[config.mk]
export PLATFORM = sky130hd
export DESIGN_NAME = i2c_slave_register_map
export DESIGN_NICKNAME = d
export VERILOG_FILES = /design/src/i2csrm_pkg.sv /design/src/i2c_slave_register_map.sv /design/src/i2csrm_csr.sv /design/src/i2csrm_core.sv
export SDC_FILE = /design/constraint.sdc
export NUM_CORES = 1
export LEC_CHECK = 0
export BUFFER_PORTS_ARGS = -buffer_cell sky130_fd_sc_hd__buf_4
export CAP_MARGIN = 20
export CELL_PAD_IN_SITES_DETAIL_PLACEMENT = 1
export CELL_PAD_IN_SITES_GLOBAL_PLACEMENT = 2
export CORE_MARGIN = 2
export CORE_UTILIZATION = 38
export DETAILED_ROUTE_END_ITERATION = 8
export GPL_TIMING_DRIVEN = 1
export PLACE_DENSITY = 0.81
export RECOVER_POWER = 100
export SLEW_MARGIN = 20
export SYNTH_ARGS = -nofsm -noshare
export SYNTH_HDL_FRONTEND = slang
export SYNTH_SLANG_ARGS = --single-unit
[constraint.sdc]
create_clock -name clock -period 5.13 [get_ports clock]
set_clock_uncertainty 0.15 [all_clocks]
set_input_delay 0.513 -clock clock [delete_from_list [all_inputs] [get_ports clock]]
set_output_delay 0.513 -clock clock [all_outputs]
set_load 0.05 [all_outputs]
[src/i2csrm_pkg.sv]
// Package for the I2C slave register map: event codes, constants and the
// structs passed between the configuration, core and top-level modules.
// No dependencies.
package i2csrm_pkg;

   localparam int OFFSET_W = 4;
   localparam int CSR_IDX_W = 2;

   typedef enum logic [2:0] {
      FUNC_ADDR_MATCH = 3'd0,
      FUNC_TX_REQ     = 3'd1,
      FUNC_RX_BYTE    = 3'd2,
      FUNC_NACK       = 3'd3,
      FUNC_STOP       = 3'd4,
      FUNC_BUS_ERROR  = 3'd5
   } func_type;

   typedef enum logic [CSR_IDX_W-1:0] {
      CSR_BLOCK_ADDRESS = 2'd0,
      CSR_SEND_WORD_0   = 2'd1,
      CSR_SEND_WORD_1   = 2'd2,
      CSR_SEND_WORD_2   = 2'd3
   } csr_index_type;

   localparam logic [7:0]  EMPTY_BLOCK_BYTE  = 8'hFA;
   localparam logic [7:0]  PAST_END_BYTE     = 8'hFB;
   localparam logic [31:0] SEND_WORD_0_RESET = 32'h2322_2120;
   localparam logic [31:0] SEND_WORD_1_RESET = 32'h2726_2524;
   localparam logic [31:0] SEND_WORD_2_RESET = 32'h0000_2928;

   typedef struct packed {
      logic [7:0]  block_address;
      logic [31:0] send_word_0;
      logic [31:0] send_word_1;
      logic [31:0] send_word_2;
   } cfg_type;

   typedef struct packed {
      logic [2:0] func;
      logic       master_reads;
      logic [7:0] rx_byte;
   } event_type;

   typedef struct packed {
      logic [7:0]          tx_byte;
      logic                store_write;
      logic [OFFSET_W-1:0] store_index;
      logic [7:0]          store_byte;
      logic                sending;
      logic                nack_seen;
      logic                error_seen;
      logic [OFFSET_W-1:0] received_count;
      logic [OFFSET_W-1:0] sent_count;
   } result_type;

endpackage

[src/i2c_slave_register_map.sv]
// I2C slave register map: one bus event in, one result beat out.
// Path: request beat, input register, event logic, result register, result beat.
// Throughput: one event per cycle unless rsp_ready stalls; event logic is a single pass between the two registers.
// A request beat is taken while a result waits, as long as the input register is empty or can drain.
// Reset is synchronous, active high: clears state, flags, lengths and restores table defaults.
// Depends on i2csrm_pkg, i2csrm_csr and i2csrm_core.
module i2c_slave_register_map import i2csrm_pkg::*; #(
   parameter int TABLE_SIZE = 10
) (
   input  logic                 clock,
   input  logic                 reset,
   input  logic                 req_valid,
   output logic                 req_ready,
   input  logic [2:0]           req_func,
   input  logic                 req_master_reads,
   input  logic [7:0]           req_rx_byte,
   output logic                 rsp_valid,
   input  logic                 rsp_ready,
   output logic [7:0]           rsp_tx_byte,
   output logic                 rsp_store_write,
   output logic [3:0]           rsp_store_index,
   output logic [7:0]           rsp_store_byte,
   output logic                 rsp_sending,
   output logic                 rsp_nack_seen,
   output logic                 rsp_error_seen,
   output logic [3:0]           rsp_received_count,
   output logic [3:0]           rsp_sent_count,
   input  logic                 csr_write,
   input  logic [CSR_IDX_W-1:0] csr_index,
   input  logic [31:0]          csr_data
);

   cfg_type    cfg;
   event_type  evt_ff;
   logic       evt_valid_ff;
   result_type result;
   result_type rsp_ff;
   logic       rsp_valid_ff;
   logic       advance;

   assign advance   = evt_valid_ff && (!rsp_valid_ff || rsp_ready);
   assign req_ready = !evt_valid_ff || advance;

   i2csrm_csr u_csr (
      .clock     (clock),
      .reset     (reset),
      .csr_write (csr_write),
      .csr_index (csr_index),
      .csr_data  (csr_data),
      .cfg       (cfg)
   );

   i2csrm_core #(
      .TABLE_SIZE (TABLE_SIZE)
   ) u_core (
      .clock  (clock),
      .reset  (reset),
      .fire   (advance),
      .evt    (evt_ff),
      .cfg    (cfg),
      .result (result)
   );

   always_ff @(posedge clock) begin
      if (reset) begin
         evt_valid_ff <= 1'b0;
         rsp_valid_ff <= 1'b0;
      end else begin
         if (req_ready) begin
            evt_valid_ff <= req_valid;
         end
         if (advance) begin
            rsp_valid_ff <= 1'b1;
         end else if (rsp_ready) begin
            rsp_valid_ff <= 1'b0;
         end
      end
   end

   always_ff @(posedge clock) begin
      if (req_valid && req_ready) begin
         evt_ff.func         <= req_func;
         evt_ff.master_reads <= req_master_reads;
         evt_ff.rx_byte      <= req_rx_byte;
      end
      if (advance) begin
         rsp_ff <= result;
      end
   end

   assign rsp_valid          = rsp_valid_ff;
   assign rsp_tx_byte        = rsp_ff.tx_byte;
   assign rsp_store_write    = rsp_ff.store_write;
   assign rsp_store_index    = rsp_ff.store_index;
   assign rsp_store_byte     = rsp_ff.store_byte;
   assign rsp_sending        = rsp_ff.sending;
   assign rsp_nack_seen      = rsp_ff.nack_seen;
   assign rsp_error_seen     = rsp_ff.error_seen;
   assign rsp_received_count = rsp_ff.received_count;
   assign rsp_sent_count     = rsp_ff.sent_count;

   // a store write and a transmit byte never come from the same event
   a_write_no_tx: assert property (@(posedge clock) disable iff (reset)
      rsp_valid && rsp_store_write |-> rsp_tx_byte == 8'h00)
      else $error("store write beat carries a transmit byte");

   a_index_in_table: assert property (@(posedge clock) disable iff (reset)
      rsp_valid && rsp_store_write |-> rsp_store_index < 4'(TABLE_SIZE))
      else $error("store index beyond table");

   // a latched receive length holds for every later beat
   a_length_sticky: assert property (@(posedge clock) disable iff (reset)
      rsp_valid && rsp_ready && rsp_received_count != 4'd0
      |=> !rsp_valid || rsp_received_count == $past(rsp_received_count))
      else $error("latched receive length changed");

   a_ready_after_reset: assert property (@(posedge clock)
      reset |=> req_ready)
      else $error("request side not ready after reset");

endmodule

[src/i2csrm_csr.sv]
// Configuration registers of the I2C slave register map: block address
// and the three send table words. Depends on i2csrm_pkg.
module i2csrm_csr import i2csrm_pkg::*; (
   input  logic                 clock,
   input  logic                 reset,
   input  logic                 csr_write,
   input  logic [CSR_IDX_W-1:0] csr_index,
   input  logic [31:0]          csr_data,
   output cfg_type              cfg
);

   cfg_type cfg_ff, cfg_in;

   always_comb begin
      cfg_in = cfg_ff;
      if (csr_write) begin
         unique case (csr_index_type'(csr_index))
            CSR_BLOCK_ADDRESS: cfg_in.block_address = csr_data[7:0];
            CSR_SEND_WORD_0:   cfg_in.send_word_0   = csr_data;
            CSR_SEND_WORD_1:   cfg_in.send_word_1   = csr_data;
            CSR_SEND_WORD_2:   cfg_in.send_word_2   = csr_data;
            default:           cfg_in = cfg_ff;
         endcase
      end
   end

   always_ff @(posedge clock) begin
      if (reset) begin
         cfg_ff.block_address <= '0;
         cfg_ff.send_word_0   <= SEND_WORD_0_RESET;
         cfg_ff.send_word_1   <= SEND_WORD_1_RESET;
         cfg_ff.send_word_2   <= SEND_WORD_2_RESET;
      end else begin
         cfg_ff <= cfg_in;
      end
   end

   assign cfg = cfg_ff;

endmodule

[src/i2csrm_core.sv]
// Bus event logic and transfer state of the I2C slave register map:
// block select, offset, sticky flags and latched lengths. Depends on i2csrm_pkg.
module i2csrm_core import i2csrm_pkg::*; #(
   parameter int TABLE_SIZE = 10
) (
   input  logic       clock,
   input  logic       reset,
   input  logic       fire,
   input  event_type  evt,
   input  cfg_type    cfg,
   output result_type result
);

   localparam logic [OFFSET_W-1:0] TABLE_END = OFFSET_W'(TABLE_SIZE);

   logic                address_taken_ff, address_taken_in;
   logic [7:0]          selected_block_ff, selected_block_in;
   logic [OFFSET_W-1:0] offset_ff, offset_in;
   logic                direction_send_ff, direction_send_in;
   logic                nack_flag_ff, nack_flag_in;
   logic                error_flag_ff, error_flag_in;
   logic [OFFSET_W-1:0] receive_length_ff, receive_length_in;
   logic [OFFSET_W-1:0] send_length_ff, send_length_in;

   logic                block_hit;
   logic                in_table;
   logic [OFFSET_W-1:0] offset_inc;
   logic [OFFSET_W-1:0] offset_next;
   logic [31:0]         word;
   logic [7:0]          table_byte;

   assign block_hit  = (selected_block_ff == cfg.block_address);
   assign in_table   = (offset_ff < TABLE_END);
   assign offset_inc = offset_ff + 1'b1;
   assign offset_next = (offset_inc >= TABLE_END) ? '0 : offset_inc;

   // byte lane select in the send table; word three folds back onto word zero
   always_comb begin
      case (offset_ff[3:2])
         2'd1:    word = cfg.send_word_1;
         2'd2:    word = cfg.send_word_2;
         default: word = cfg.send_word_0;
      endcase
      case (offset_ff[1:0])
         2'd1:    table_byte = word[15:8];
         2'd2:    table_byte = word[23:16];
         2'd3:    table_byte = word[31:24];
         default: table_byte = word[7:0];
      endcase
   end

   always_comb begin
      address_taken_in  = address_taken_ff;
      selected_block_in = selected_block_ff;
      offset_in         = offset_ff;
      direction_send_in = direction_send_ff;
      nack_flag_in      = nack_flag_ff;
      error_flag_in     = error_flag_ff;
      receive_length_in = receive_length_ff;
      send_length_in    = send_length_ff;
      result            = '0;

      unique case (evt.func)
         FUNC_ADDR_MATCH: begin
            direction_send_in = evt.master_reads;
            if (!evt.master_reads) begin
               address_taken_in = 1'b0;
            end
         end
         FUNC_TX_REQ: begin
            if (!block_hit) begin
               result.tx_byte = EMPTY_BLOCK_BYTE;
            end else if (!in_table) begin
               result.tx_byte = PAST_END_BYTE;
            end else begin
               result.tx_byte = table_byte;
               offset_in      = offset_next;
            end
         end
         FUNC_RX_BYTE: begin
            if (!address_taken_ff) begin
               // first byte after the address selects the block
               selected_block_in = evt.rx_byte;
               offset_in         = '0;
               address_taken_in  = 1'b1;
            end else if (block_hit && in_table) begin
               result.store_write = 1'b1;
               result.store_index = offset_ff;
               result.store_byte  = evt.rx_byte;
               offset_in          = offset_next;
            end
         end
         FUNC_NACK: begin
            address_taken_in = 1'b0;
            nack_flag_in     = 1'b1;
         end
         FUNC_STOP: begin
            address_taken_in = 1'b0;
            if (!direction_send_ff) begin
               if (receive_length_ff == '0) begin
                  receive_length_in = offset_ff;
               end
            end else if (send_length_ff == '0) begin
               send_length_in = offset_ff;
            end
         end
         FUNC_BUS_ERROR: begin
            error_flag_in = 1'b1;
         end
         default: begin
         end
      endcase

      result.sending        = direction_send_in;
      result.nack_seen      = nack_flag_in;
      result.error_seen     = error_flag_in;
      result.received_count = receive_length_in;
      result.sent_count     = send_length_in;
   end

   always_ff @(posedge clock) begin
      if (reset) begin
         address_taken_ff  <= 1'b0;
         selected_block_ff <= '0;
         offset_ff         <= '0;
         direction_send_ff <= 1'b0;
         nack_flag_ff      <= 1'b0;
         error_flag_ff     <= 1'b0;
         receive_length_ff <= '0;
         send_length_ff    <= '0;
      end else if (fire) begin
         address_taken_ff  <= address_taken_in;
         selected_block_ff <= selected_block_in;
         offset_ff         <= offset_in;
         direction_send_ff <= direction_send_in;
         nack_flag_ff      <= nack_flag_in;
         error_flag_ff     <= error_flag_in;
         receive_length_ff <= receive_length_in;
         send_length_ff    <= send_length_in;
      end
   end

endmodule
# [Word level (Yosys, flattened, before mapping)]
# Cells that the tools add are included.
[word_totals] inputBits=51 word_cells=100 out_inout_bits=34 reg_bits=174
[classes] eq_ne=18 n_mux=24 bitwise_logic=1 n_addsub=1 order_cmp=2 n_reduce_logical=26
[ops] op="$pmux 32 s2" count=1
[ops] op="$mux 4" count=11
[ops] op="$pmux 8 s3" count=1
[ops] op="$mux 8" count=2
[ops] op="$mux 13" count=1
[ops] op="$reduce_and 2->1" count=6
[ops] op="$reduce_and 3->1" count=4
[ops] op="$eq 2x2->1 const B" count=5
[ops] op="$eq 8x8->1" count=1
[ops] op="$logic_not 4->1" count=2
[ops] op="$pmux 4 s2" count=1
[ops] op="$eq 2x1->1 const B" count=3
[ops] op="$eq 3x2->1 const B" count=2
[ops] op="$eq 3x3->1 const B" count=2
[ops] op="$mux 1" count=6
[ops] op="$reduce_and 5->1" count=1
[ops] op="$add 4x1->4 const B" count=1
[ops] op="$ge 4x4->1 const B" count=1
[ops] op="$lt 4x4->1 const B" count=1
[ops] op="$ne 2x1->1 const B" count=2
[ops] op="$reduce_bool 2->1" count=2
[ops] op="$eq 3x1->1 const B" count=1
[ops] op="$logic_and 1x1->1" count=3
[ops] op="$logic_not 3->1" count=1
[ops] op="other kinds (9)" count=11

# [Longest topological paths before layout]
[logic_depth] depth_word=6 mapped_depth=10 depth_no_buf=7

# [Hierarchy]
# From an unflattened synthesis, not the netlist that was laid out.
[hier_totals] hier_cells=745 hier_area_um2=7806.2
[by_module_without_submodules] mod="i2csrm_csr" seq_area_each_um2=2082.0 instances=1 area_each_um2=4174.0 cells_each=390
[by_module_without_submodules] mod="i2csrm_core" seq_area_each_um2=480.5 instances=1 area_each_um2=2207.1 cells_each=301
[by_module_without_submodules] mod="i2c_slave_register_map" seq_area_each_um2=1361.3 instances=1 area_each_um2=1425.1 cells_each=54

# [Least setup slack after synthesis]
# No wires, ideal clock.
[synth_timing] kind="register to register" start="register rsp_valid_ff, in the netlist rsp_valid" end="register rsp_ff (netlist bit rsp_error_seen) (enable)" t_required_ps=4571 setup_ps=409 setup_slack_ps=2347 arrival_ps=2224 synth_period_minus_slack_ps=2783 path_stages_with_launch=5 path_buffers=2 path_cell_list="dfxtp_1 nor2b_1 buf_2 nor2_1 clkbuf_1"
[synth_via] elab_chain_len=3
[synth_rtl] item="start: declaration" line="i2c_slave_register_map.sv:38" source="logic rsp_valid_ff;"
[synth_rtl] item="start signal: assignment" line="i2c_slave_register_map.sv:67" source="rsp_valid_ff <= 1'b0;"
[synth_rtl] item="start signal: assignment" line="i2c_slave_register_map.sv:73" source="rsp_valid_ff <= 1'b1;"
[synth_rtl] item="start signal: assignment" line="i2c_slave_register_map.sv:75" source="rsp_valid_ff <= 1'b0;"
[synth_rtl] item="$logic_not 1->1" line="i2c_slave_register_map.sv:41" source="assign advance = evt_valid_ff && (!rsp_valid_ff || rsp_ready);"
[synth_rtl] item="$logic_or 1x1->1" line="i2c_slave_register_map.sv:41"
[synth_rtl] item="$logic_and 1x1->1" line="i2c_slave_register_map.sv:41"
[synth_rtl] item="via advance" line="i2c_slave_register_map.sv:39" source="logic advance;"
[synth_rtl] item="end signal: assignment" line="i2c_slave_register_map.sv:87" source="rsp_ff <= result;"
[synth_rtl] item="end: declaration" line="i2c_slave_register_map.sv:37" source="result_type rsp_ff;"
# The timed path passes the listed nets, and every way through them passes these cells.
# A chain may end at the register's enable or synchronous reset.

# [Worst setup path in the final report]
[layout_timing] start="register u_core.offset_ff[2]" end="register rsp_ff (netlist bit rsp_store_byte[1]) (data pin)"
[layout_via] elab_chain_len=3
[layout_rtl] item="start: declaration" line="i2csrm_core.sv:18" source="logic [OFFSET_W-1:0] offset_ff, offset_in;"
[layout_rtl] item="start signal: assignment" line="i2csrm_core.sv:134" source="offset_ff <= offset_in;"
[layout_rtl] item="$lt 4x4->1" line="i2csrm_core.sv:33" source="assign in_table = (offset_ff < TABLE_END);"
[layout_rtl] item="$logic_and 1x1->1" line="i2csrm_core.sv:86" source="end else if (block_hit && in_table) begin"
[layout_rtl] item="$reduce_and 3->1 (no line)"
# Every way passes these cells.

==> flow_summary.toml <==
[critical_path]
cp-end-kind = "flop"
cp-startpoint = "u_core.offset_ff[2]$_SDFFE_PP0P_"
crit_arrival_ns = 3.88
cp.required_ns = 5.28
cp_max_fo = 18
reg2reg_from = "u_core.offset_ff[2]$_SDFFE_PP0P_"
path_cells = "inv_1, ha_1, clkbuf_1, a21o_1, nor3_1, and4_1, and2_0"
crit_path_start_kind = "flop"
path_class = "reg2reg"
max_stage_delay_ns = 0.74
critPathSlowestCell = "nor3_1"

[routing]
dr.pass1.iters = 5
wl_per_cell_um = 19.2
routed_wl_mm = 21.3
routed_via_density = 5.46
route.detailed.drc = 0
dr.first_iter.drc_count = 326
ant_nets = 0
num_vias = 6065

[logic_synthesis]
synth_edf_count = 44
async_flop_share = 0
ys_types = 49
ys_ff_latch = 174
synth_cells = 814
synth_nets = 872
avgSynthCellArea_um2 = 8.94
yosysSeqAreaShare = 0.539
netlist_area_mm2 = 0.00728
yosys_warnings = 0
synth_flop_cell = "dfxtp_1"

[sta]
max-slew-margin-rel = -0.828
fin_crit_sh = 0.727
rsz0062_at_grt = "no"
max_slew.worst_pin.slew_ns = 2.73
setup_tns_ns = 0
setup_viol = 0
max_freq_mhz = 268
post-route-min-period_ns = 3.73
drv_slew = 148
final_hold_viol_count = 0
holdWs_ns = 0.125

[clock_network]
cts_setup_buffers = 0
cts_root_buf = "clkbuf_16"
ctsResizeCount = 0
cts_tree = "yes"
insertion_delay_ns = 0.43
clock_path_buffers = 2
cts_made_buffers = 17
cts-hold-fix-buffers = 0
cts-htree-levels = 4
clock_sinks = 174
clk_pin_slew_ns = 0.07

[power]
max-vdd-ir-drop_mv = 0.237
power_uw = 2970
power_density_mw_per_mm2 = 353
leakage_uw = 0.00308

[grt]
grt_pass1_vias = 6411
antenna_found_initial = 0
overflow = 0
grt_use_total = 0.217
grt_max_degree = 101
grt_pass1_wl_mm = 34.1

[floorplan]
initial_utilization = 0.388
boundaryPins = 85
rows = 50
dieWidth_um = 142
fp.dieArea_mm2 = 0.0203
die_h_um = 142
core_area_mm2 = 0.0188

[final_layout]
multi_input_area_mm2 = 0.00302
n_fill_cell = 2207
antenna_cells = 0
fin_util = 0.447
layout-drive-gt1-share = 0.100
regArea_mm2 = 0.00392
nets = 921
final_cell_area_mm2 = 0.00840
syn_to_final_growth_pct = 15.4

[placement]
place_area_mm2 = 0.00803
hpwl_mm = 14.1
io_buffer_count = 84
place_congestion = 0.812

[outcome]
violations = "capacitance limit, slew limit"
status = "finished, violations left"

[run]
cap_violations = 4

[min_path]
worstHoldStart = "req_rx_byte[1]"
hold_path_class = "in2reg"
==> report_power, final <==
part           switching [µW]  internal, µW  leakage, µW  total, µW
Clock                     572           677     0.000269       1250
Sequential               31.5          1460      0.00148       1490
Combinational             159          69.8      0.00133        229
Total                     762          2200      0.00308       2970
==> flip-flops by register name, summed over array words and instances, names as in the netlist, 8 cells and up <==
| name | flops |
|---|---|
| evt_ff | 12 |
| rsp_store_byte | 8 |
| rsp_tx_byte | 8 |
| u_core.selected_block_ff | 8 |
| u_csr.cfg | 104 |
==> area by class of cell <==
class	count	area share
repair buffers	92	0.0653
well taps	234	0.0349
flip-flops and latches	174	0.467
clock inverters	14	0.0159
inverters	13	0.00581
multi-input cells	565	0.360
clock buffers	18	0.0511
==> critical path: cells and delay by family (launching register included) <==
kind / cells / cell delay (ns)
flip-flops: 1 / 0.55
adder cells (fa/ha/maj): 1 / 0.49
AO/OA/AOI/OAI: 1 / 0.32
AND/OR/NAND/NOR: 3 / 1.51
buffers and inverters: 2 / 0.56
==> metrics by stage <==
step                cells  worst slack [ns]
floorplan             814              2.35
global placement     1078              2.35
detailed placement   1078              2.23
CTS                  1110              2.20
global route         1110              1.17
finish               1110              1.40
==> layer usage <==
| metal | GRT usage | share of wire | vias up | routed length [µm] |
|---|---|---|---|---|
| met5 | 0 | 0 | - | 0 |
| met4 | 0.0803 | 0.022 | 0 | 476 |
| met3 | 0.0427 | 0.042 | 30 | 898 |
| met2 | 0.368 | 0.48 | 138 | 10300 |
| met1 | 0.275 | 0.45 | 2995 | 9610 |
| li1 | - | - | 2902 | - |
==> logic make-up (layout without fill, tap and decap cells) <==
family	Yosys count	after routing	share of synthesized area
AOI/OAI and AO/OA	189	189	0.165
xor gates and xnor gates	10	10	0.0120
adders and majority gates	7	7	0.0120
buffers and inverters	75	137	0.0414
DFF	174	174	0.539
muxes	13	13	0.0181
and+or+nand+nor	346	346	0.212
==> placed cells by master, fill, tap and decap left out, types with 3 or more instances in the layout <==
cell	count
nand2_1	231
dfxtp_1	130
a21oi_1	93
edfxtp_1	44
clkbuf_1	40
buf_4	40
nand3_1	35
nor2_1	26
a22oi_1	18
a22o_1	18
clkbuf_16	17
a21o_1	16
a31oi_1	14
nor2b_1	13
a221oi_1	13
and2_0	12
mux2i_1	12
clkbuf_4	12
inv_1	11
xnor2_1	10
o21ai_0	7
ha_1	7
nor3_1	6
clkinv_4	4
inv_6	4
clkinv_1	3
and2_1	3
==> cell usage after synthesis (2+ instances only) <==
cell type  instances  share of area
nand2_1          231           0.12
dfxtp_1          130           0.36
a21oi_1           93          0.064
clkbuf_1          49          0.025
edfxtp_1          44           0.18
nand3_1           35          0.024
nor2_1            27          0.014
a22o_1            18          0.022
a22oi_1           18          0.019
a21o_1            16          0.017
and2_1            15          0.013
a31oi_1           14          0.012
a221oi_1          13          0.016
nor2b_1           13          0.011
inv_1             12         0.0062
mux2i_1           12          0.017
buf_2             10         0.0069
xnor2_1           10          0.012
ha_1               7          0.012
o21ai_0            7         0.0048
nor3_1             4         0.0028
buf_1              2         0.0010
nand2b_1           2         0.0017
nor3_4             2         0.0045
nor4_1             2         0.0017
nor4b_2            2         0.0041
o211a_1            2         0.0028
o211ai_1           2         0.0021
or4_1              2         0.0021
==> final timing paths <==
| check | to | slack (ns) | cells after the start |
|---|---|---|---|
| worst min register to register | u_csr.cfg[41]$_SDFFE_PP0P_ | 0.31 | 2 |
| worst min-delay path | evt_ff[1]$_DFFE_PP_ | 0.13 | 1 |
| worst max register to register | rsp_store_byte[1]$_SDFFCE_PN0P_ | 1.40 | 7 |
| worst max-delay path | rsp_store_byte[1]$_SDFFCE_PN0P_ | 1.40 | 7 |
No activity file was read; power rests on OpenSTA's default activity.
